==> src/hw/rtl/sorted_table_binary_search_unit_assert.svh <==
// Assertion macros used by the sorted table search controller
`ifndef SORTED_TABLE_BINARY_SEARCH_UNIT_ASSERT_SVH
`define SORTED_TABLE_BINARY_SEARCH_UNIT_ASSERT_SVH

// Same-cycle implication, checked at every rising clock edge outside reset
`define STBS_ASSERT_NOW(label, ante, cons) \
   label: assert property (@(posedge clock) disable iff (reset) (ante) |-> (cons)) \
      else $error("sorted table search: same-cycle check failed");

// Next-cycle implication, checked at every rising clock edge outside reset
`define STBS_ASSERT_NEXT(label, ante, cons) \
   label: assert property (@(posedge clock) disable iff (reset) (ante) |=> (cons)) \
      else $error("sorted table search: next-cycle check failed");

`endif

==> src/hw/rtl/stbs_pkg.sv <==
// Package with sizes, beat types and helpers for the sorted table search unit
`default_nettype none

package stbs_pkg;

   localparam int DEPTH   = 16;
   localparam int IDX_W   = $clog2(DEPTH);
   localparam int CNT_W   = $clog2(DEPTH + 1);
   localparam int VALUE_W = 32;
   localparam int POS_W   = 4;

   typedef enum logic {
      ACT_LOAD   = 1'b0,
      ACT_SEARCH = 1'b1
   } stbs_action_type;

   typedef struct packed {
      stbs_action_type            action;
      logic signed [VALUE_W-1:0]  value;
      logic                       last;
   } stbs_req_type;

   typedef struct packed {
      logic              found;
      logic [POS_W-1:0]  position;
      logic              table_ok;
   } stbs_rsp_type;

   // Table memory access for one cycle
   typedef struct packed {
      logic                       wr_en;
      logic [IDX_W-1:0]           wr_addr;
      logic signed [VALUE_W-1:0]  wr_data;
      logic                       rd_en;
      logic [IDX_W-1:0]           rd_addr;
   } stbs_ram_cmd_type;

   // Midpoint of [lo, hi1 - 1], rounded down; caller guarantees lo < hi1
   function automatic logic [IDX_W-1:0] probe_index(input logic [CNT_W-1:0] lo,
                                                     input logic [CNT_W-1:0] hi1);
      logic [CNT_W:0] sum;
      sum = {1'b0, lo} + {1'b0, hi1} - 1'b1;
      return sum[IDX_W:1];
   endfunction

   // Report an entry index in the fixed position width, masked
   function automatic logic [POS_W-1:0] to_position(input logic [IDX_W-1:0] idx);
      logic [IDX_W+POS_W-1:0] wide;
      wide = (IDX_W + POS_W)'(idx);
      return wide[POS_W-1:0];
   endfunction

endpackage

`default_nettype wire

==> src/hw/rtl/stbs_table_ram.sv <==
// Table storage: one write port, one read port with registered read data
`default_nettype none

module stbs_table_ram
   import stbs_pkg::*;
(
   input  wire logic                       clock,
   input  wire stbs_ram_cmd_type           ram_cmd,
   output logic signed [VALUE_W-1:0]       rd_data
);

   logic signed [VALUE_W-1:0] mem [DEPTH];
   logic signed [VALUE_W-1:0] rd_data_ff;

   // Write one entry per cycle
   always_ff @(posedge clock) begin
      if (ram_cmd.wr_en) begin
         mem[ram_cmd.wr_addr] <= ram_cmd.wr_data;
      end
   end

   // Registered read; data shows in the cycle after the read is issued
   always_ff @(posedge clock) begin
      if (ram_cmd.rd_en) begin
         rd_data_ff <= mem[ram_cmd.rd_addr];
      end
   end

   assign rd_data = rd_data_ff;

endmodule

`default_nettype wire

==> src/hw/rtl/stbs_ctrl.sv <==
// Load bookkeeping and binary search sequencer over the table memory
`default_nettype none

module stbs_ctrl
   import stbs_pkg::*;
(
   input  wire logic                       clock,
   input  wire logic                       reset,
   input  wire logic                       start,
   output logic                            busy,
   input  wire stbs_req_type               req_item,
   output logic                            rsp_valid,
   output stbs_rsp_type                    rsp_item,
   output stbs_ram_cmd_type                ram_cmd,
   input  wire logic signed [VALUE_W-1:0]  ram_rd_data
);

`include "sorted_table_binary_search_unit_assert.svh"

   typedef enum logic [1:0] {
      ST_IDLE  = 2'b01,
      ST_PROBE = 2'b10
   } stbs_state_type;

   stbs_state_type             state_ff, state_in;
   logic [CNT_W-1:0]           count_ff, count_in;
   logic                       order_ff, order_in;
   logic                       open_ff, open_in;
   logic                       rsp_valid_ff, rsp_valid_in;
   stbs_rsp_type               rsp_ff, rsp_in;
   logic signed [VALUE_W-1:0]  prev_ff, prev_in;
   logic signed [VALUE_W-1:0]  key_ff, key_in;
   logic [CNT_W-1:0]           lo_ff, lo_in;
   logic [CNT_W-1:0]           hi1_ff, hi1_in;
   logic [IDX_W-1:0]           mid_ff, mid_in;

   logic                       accept;
   logic [CNT_W-1:0]           load_count;
   logic                       load_order;
   logic                       load_room;
   logic                       load_ascending;
   logic                       key_above;
   logic                       key_below;
   logic [CNT_W-1:0]           lo_next;
   logic [CNT_W-1:0]           hi1_next;

   assign busy   = (state_ff != ST_IDLE);
   assign accept = start && !busy;

   // A load beat after a closed load starts a fresh table
   assign load_count     = open_ff ? count_ff : '0;
   assign load_order     = open_ff ? order_ff : 1'b1;
   assign load_room      = (load_count < CNT_W'(DEPTH));
   assign load_ascending = (load_count == '0) || (req_item.value > prev_ff);

   // Narrow the window around the entry read for the current probe
   assign key_above = (ram_rd_data < key_ff);
   assign key_below = (ram_rd_data > key_ff);
   assign lo_next   = key_above ? CNT_W'(mid_ff) + 1'b1 : lo_ff;
   assign hi1_next  = key_below ? CNT_W'(mid_ff) : hi1_ff;

   // Sequence loads and search probes
   always_comb begin
      state_in     = state_ff;
      count_in     = count_ff;
      order_in     = order_ff;
      open_in      = open_ff;
      prev_in      = prev_ff;
      key_in       = key_ff;
      lo_in        = lo_ff;
      hi1_in       = hi1_ff;
      mid_in       = mid_ff;
      rsp_valid_in = 1'b0;
      rsp_in       = rsp_ff;
      ram_cmd      = '0;

      unique case (state_ff)
         ST_IDLE: begin
            if (accept) begin
               if (req_item.action == ACT_LOAD) begin
                  open_in = !req_item.last;
                  if (load_room) begin
                     order_in        = load_order && load_ascending;
                     count_in        = load_count + 1'b1;
                     prev_in         = req_item.value;
                     ram_cmd.wr_en   = 1'b1;
                     ram_cmd.wr_addr = load_count[IDX_W-1:0];
                     ram_cmd.wr_data = req_item.value;
                  end else begin
                     // Drop the value, table overflowed
                     order_in = 1'b0;
                     count_in = load_count;
                  end
                  rsp_valid_in    = 1'b1;
                  rsp_in.found    = 1'b0;
                  rsp_in.position = '0;
                  rsp_in.table_ok = order_in;
               end else begin
                  key_in = req_item.value;
                  if (count_ff == '0) begin
                     rsp_valid_in    = 1'b1;
                     rsp_in.found    = 1'b0;
                     rsp_in.position = '0;
                     rsp_in.table_ok = order_ff;
                  end else begin
                     lo_in           = '0;
                     hi1_in          = count_ff;
                     mid_in          = probe_index('0, count_ff);
                     ram_cmd.rd_en   = 1'b1;
                     ram_cmd.rd_addr = mid_in;
                     state_in        = ST_PROBE;
                  end
               end
            end
         end
         ST_PROBE: begin
            lo_in  = lo_next;
            hi1_in = hi1_next;
            if (!key_above && !key_below) begin
               rsp_valid_in    = 1'b1;
               rsp_in.found    = 1'b1;
               rsp_in.position = to_position(mid_ff);
               rsp_in.table_ok = order_ff;
               state_in        = ST_IDLE;
            end else if (lo_next < hi1_next) begin
               mid_in          = probe_index(lo_next, hi1_next);
               ram_cmd.rd_en   = 1'b1;
               ram_cmd.rd_addr = mid_in;
            end else begin
               rsp_valid_in    = 1'b1;
               rsp_in.found    = 1'b0;
               rsp_in.position = '0;
               rsp_in.table_ok = order_ff;
               state_in        = ST_IDLE;
            end
         end
         default: begin
            state_in = ST_IDLE;
         end
      endcase
   end

   // Control state
   always_ff @(posedge clock) begin
      if (reset) begin
         state_ff     <= ST_IDLE;
         count_ff     <= '0;
         order_ff     <= 1'b1;
         open_ff      <= 1'b0;
         rsp_valid_ff <= 1'b0;
      end else begin
         state_ff     <= state_in;
         count_ff     <= count_in;
         order_ff     <= order_in;
         open_ff      <= open_in;
         rsp_valid_ff <= rsp_valid_in;
      end
   end

   // Payload and search window
   always_ff @(posedge clock) begin
      rsp_ff  <= rsp_in;
      prev_ff <= prev_in;
      key_ff  <= key_in;
      lo_ff   <= lo_in;
      hi1_ff  <= hi1_in;
      mid_ff  <= mid_in;
   end

   assign rsp_valid = rsp_valid_ff;
   assign rsp_item  = rsp_ff;

   `STBS_ASSERT_NOW(a_rsp_has_cause, rsp_valid_ff, $past(accept) || $past(state_ff == ST_PROBE))
   `STBS_ASSERT_NOW(a_found_from_probe, rsp_valid_ff && rsp_ff.found, $past(state_ff == ST_PROBE))
   `STBS_ASSERT_NOW(a_no_rw_overlap, 1'b1, !(ram_cmd.wr_en && ram_cmd.rd_en))
   `STBS_ASSERT_NOW(a_count_in_range, 1'b1, count_ff <= CNT_W'(DEPTH))
   `STBS_ASSERT_NOW(a_window_open, state_ff == ST_PROBE, lo_ff < hi1_ff)
   `STBS_ASSERT_NEXT(a_probe_reads, state_ff == ST_PROBE && !rsp_valid_in, state_ff == ST_PROBE)

endmodule

`default_nettype wire

==> src/hw/rtl/sorted_table_binary_search_unit.sv <==
// Top level of the sorted table binary search unit
//
//   channel   handshake            beat type       direction
//   request   start, busy          stbs_req_type   in
//   response  rsp_valid (strobe)   stbs_rsp_type   out
//
// A load beat is taken while busy is low; its response shows in the next cycle
// and busy stays low, so loads can arrive back to back.
// A search beat holds busy while it probes, at most floor(log2(count)) + 1
// probes (5 at a depth of 16); each probe is one read of the table memory port.
// The response of a search shows in the cycle after the last probe.
// Synchronous reset empties the table at once; the response strobe is never held.
`default_nettype none

module sorted_table_binary_search_unit
   import stbs_pkg::*;
(
   input  wire logic          clock,
   input  wire logic          reset,
   input  wire logic          start,
   output logic               busy,
   input  wire stbs_req_type  req_item,
   output logic               rsp_valid,
   output stbs_rsp_type       rsp_item
);

   stbs_ram_cmd_type           ram_cmd;
   logic signed [VALUE_W-1:0]  ram_rd_data;

   stbs_ctrl u_ctrl (
      .clock       (clock),
      .reset       (reset),
      .start       (start),
      .busy        (busy),
      .req_item    (req_item),
      .rsp_valid   (rsp_valid),
      .rsp_item    (rsp_item),
      .ram_cmd     (ram_cmd),
      .ram_rd_data (ram_rd_data)
   );

   stbs_table_ram u_table_ram (
      .clock   (clock),
      .ram_cmd (ram_cmd),
      .rd_data (ram_rd_data)
   );

endmodule

`default_nettype wire
==> config.mk <==
export PLATFORM = sky130hd
export DESIGN_NAME = sorted_table_binary_search_unit
export DESIGN_NICKNAME = d
export VERILOG_FILES = /design/src/hw/rtl/stbs_pkg.sv /design/src/hw/rtl/stbs_table_ram.sv /design/src/hw/rtl/stbs_ctrl.sv /design/src/hw/rtl/sorted_table_binary_search_unit.sv
export VERILOG_INCLUDE_DIRS = /design/src /design/src/hw/rtl
export SDC_FILE = /design/constraint.sdc
export NUM_CORES = 1
export LEC_CHECK = 0
export ABC_AREA = 1
export BUFFER_PORTS_ARGS = -buffer_cell sky130_fd_sc_hd__buf_4
export CORE_MARGIN = 3
export CORE_UTILIZATION = 40
export CTS_BUF_LIST = sky130_fd_sc_hd__clkbuf_8
export DETAILED_ROUTE_END_ITERATION = 10
export SYNTH_ARGS = -nofsm -noshare
export SYNTH_HDL_FRONTEND = slang
export SYNTH_SLANG_ARGS = --single-unit
==> constraint.sdc <==
create_clock -name clock -period 4.7 [get_ports clock]
set_input_delay 0.705 -clock clock [delete_from_list [all_inputs] [get_ports clock]]
set_output_delay 0.705 -clock clock [all_outputs]
set_load 0.02 [all_outputs]
==> reports/qor.txt <==
Root Buffer: clkbuf_8
Worst Hold Depth: 2
Syn avg cell area: 10.9 µm²
Min-Delay Endpoint: u_ctrl.open_ff$_SDFFE_PP0P_
Final RePlAce weighted congestion: 0.855
Initial antenna violation count: 0
CTS H-Tree Depth: 3
Iteration-0 DRC Markers: 2228
Reg-to-reg startpoint: u_table_ram.rd_data[7]$_DFFE_PP_
Placed cells: 3625
Final Cycle Share: 96.5%
Syn Inst Count: 2704
Post-synth EDFFs: 628
Clock Skew: 23.8 ps
Peak Freq: 220 MHz
Die height: 277 µm
CTS tree: built
Worst Hold Class: in -> reg
Die span in x: 277 µm
Syn nets: 2823
Commonest cells after routing, fill and taps aside: edfxtp_1, nand3_1, inv_1, nand2_1, nand3b_1
Worst VDD drop: 0.717 mV
Fin. max-slew vios: 0
Final min period: 4540 ps
Vias in the first global route: 19959
Synth top area cells: edfxtp_1, nand3_1, inv_1, nand2_1, nand3b_1
# diodes: 0
Filler cells: 6539
Top-area cell type share of the netlist area: 64.1%
Critical path required time: 5140 ps
Kind of critical path: reg -> reg
Buffers added on ports: 44
Fin nets: 2913
Clk_lat worst skew: 710 ps
Yosys top cell by area: edfxtp_1
Crit path launch type: flip-flop
Hold Path Origin: req_item[0]
Core Util, Final: 46.5%
Gr ovfl total: 0
Critical path capture point type: flip-flop
First-pass GRT wire length: 121 mm
Pwr/cell area: 477 mW/mm²
Vias: 20471
Worst slew pin tran: 1250 ps
Overall global routing resource usage: 20.5%
R2r setup slk: 160 ps
Reg clk slew, reported paths: 60 ps
DRT Pass-1 Iters: 7
Max Root-Sink Buffers: 3
Cell variety after synth: 42
Total power: 16.0 mW
Post-detail-place hpwl: 42.9 mm
Site Rows: 98
Starting Density: 40.8%
Post-synth top flop: edfxtp_1
Sequential element share of the synthesized area: 64.8%
DRC Markers: 0
Post-route ant nets: 0
DRT Wirelength: 82.8 mm
Worst r2r path cells: 26
Commonest non-fill, non-tap cell in the layout: edfxtp_1
Share of layout cells above drive strength 1: 11.3%
Fin. Hold Viols: 0
Synth-to-Final Area Change: 14.1%
CP arrival: 4980 ps
Fin cells: 3831
Mapped Area: 0.0294 mm²
Post-CTS Hold Fix Bufs: 0
Largest net degree at the start of global routing: 137
Clk sinks: 638
CTS Buf Count: 105
Worst setup startpoint: u_table_ram.rd_data[7]$_DFFE_PP_
Finish-stage setup viols: 0
Synth warn: 0
Async SR Flop Fraction: 0%
CP max FO: 15
Worst r2r dst: u_table_ram.rd_data[31]$_DFFE_PP_
Outcome: complete, no violations
Max-slew headroom: 16.3%
Num ports: 45
Maxcap violations: 0
Post-CTS Setup Bufs: 0
#FFs+latches synth: 638
Avg Vias per Cell: 5.34
WL/cell: 21.6 µm
Core area: 0.0722 mm²
Total die area: 0.0769 mm²
Pleak: 13.9 nW
## cells by family after synthesis
family	share of synthesized area [%]
and+or+nand+nor	21.0
buffers and inverters	8.93
DFF	64.8
AOI/OAI and AO/OA	1.67
adders and majority gates	3.51
xor gates and xnor gates	0.119
## worst max path at each step
stage | to | depth (start not counted)
2_1_floorplan | u_table_ram.rd_data[0]$_DFFE_PP_ | 18
3_3_place_gp | u_table_ram.rd_data[1]$_DFFE_PP_ | 26
3_5_place_dp | u_table_ram.rd_data[4]$_DFFE_PP_ | 26
4_1_cts | u_table_ram.rd_data[1]$_DFFE_PP_ | 26
5_1_grt | u_table_ram.rd_data[23]$_DFFE_PP_ | 27
6_report | u_table_ram.rd_data[31]$_DFFE_PP_ | 26
## where the power goes
| part | switching (mW) | internal (mW) | leakage (nW) |
|---|---|---|---|
| clock network | 2.27 | 2.35 | 1.12 |
| logic | 3.24 | 1.26 | 6.90 |
| registers | 0.109 | 6.79 | 5.88 |
## stage by stage
stage | cell area, µm² | TNS, ps | setup WS [ps] | hold slack [ps]
CTS | 33300 | 0 | 16.2 | 117
detailed placement | 31300 | 0 | 63.6 | 482
global placement | 31300 | 0 | 109 | 460
finish | 33600 | 0 | 163 | 182
floorplan | 29400 | 0 | 6.55 | 448
global route | 33600 | -105 | -26.6 | 138
## area by class of cell
class | count | area (µm²) | area share, %
Timing Repair Buffer | 125 | 1450 | 4.32
Clock buffer | 111 | 1530 | 4.55
Multi-Input combinational cell | 1416 | 8010 | 23.8
Inverter | 508 | 1920 | 5.72
Sequential cell | 638 | 19100 | 56.7
Clock inverter | 83 | 439 | 1.31
Tap cell | 950 | 1190 | 3.54
## repair_timing
action                                 in CTS  in global routing
resized for setup                           0                 23
endpoints found under the hold margin       0                  0
setup endpoints to repair                   0                 32
## flip-flops by register name, summed over array words and instances (netlist names)
name and cells:
u_ctrl.state_ff 2, u_ctrl.rsp_item 6, u_table_ram.mem 512, u_ctrl.rsp_valid 1, u_ctrl.prev_ff 32, u_ctrl.count_ff 5
u_ctrl.hi1_ff 5, u_ctrl.lo_ff 5, u_table_ram.rd_data 32, u_ctrl.open_ff 1, u_ctrl.key_ff 32, u_ctrl.order_ff 1
u_ctrl.mid_ff 4
## cell usage after synthesis (4+ instances only)
master / instances
a211oi_1: 4
a21oi_1: 37
buf_1: 6
buf_2: 70
buf_4: 19
clkbuf_1: 45
dfxtp_1: 10
edfxtp_1: 628
ha_1: 81
inv_1: 503
inv_2: 4
nand2_1: 334
nand2_2: 7
nand3_1: 622
nand3_2: 6
nand3b_1: 161
nand4_1: 11
nor2_1: 83
nor3_1: 6
o21a_1: 4
o21ai_0: 28
## routing by layer
layer / routed length [µm] / GRT usage, % / up-vias
li1: - / - / 9387
met1: 35300 / 28.3 / 10013
met2: 38300 / 32.9 / 920
met3: 6980 / 3.51 / 151
met4: 2190 / 6.59 / 0
met5: 0 / 0 / -
## critical path, cell delays in order, from the launching register on
cell      delay (ps)
edfxtp_1         430
ha_1             330
a21o_1           190
nor2_2           130
nand2_2          110
nand2_1           90
nand2_2          110
nand2_2          120
nand2_2           60
nand2_2          100
nand3_2          100
inv_2            120
nand2_1           90
o21ai_2           80
ha_1             270
ha_1             230
fa_1             490
nand2_1           60
inv_1             80
nand3_2          130
nand2_4          180
nand2_4          170
buf_6            290
nand3_1          100
nand3_1           70
nand3_1           80
nand2_1           70
No activity file was read; power rests on OpenSTA's default activity.
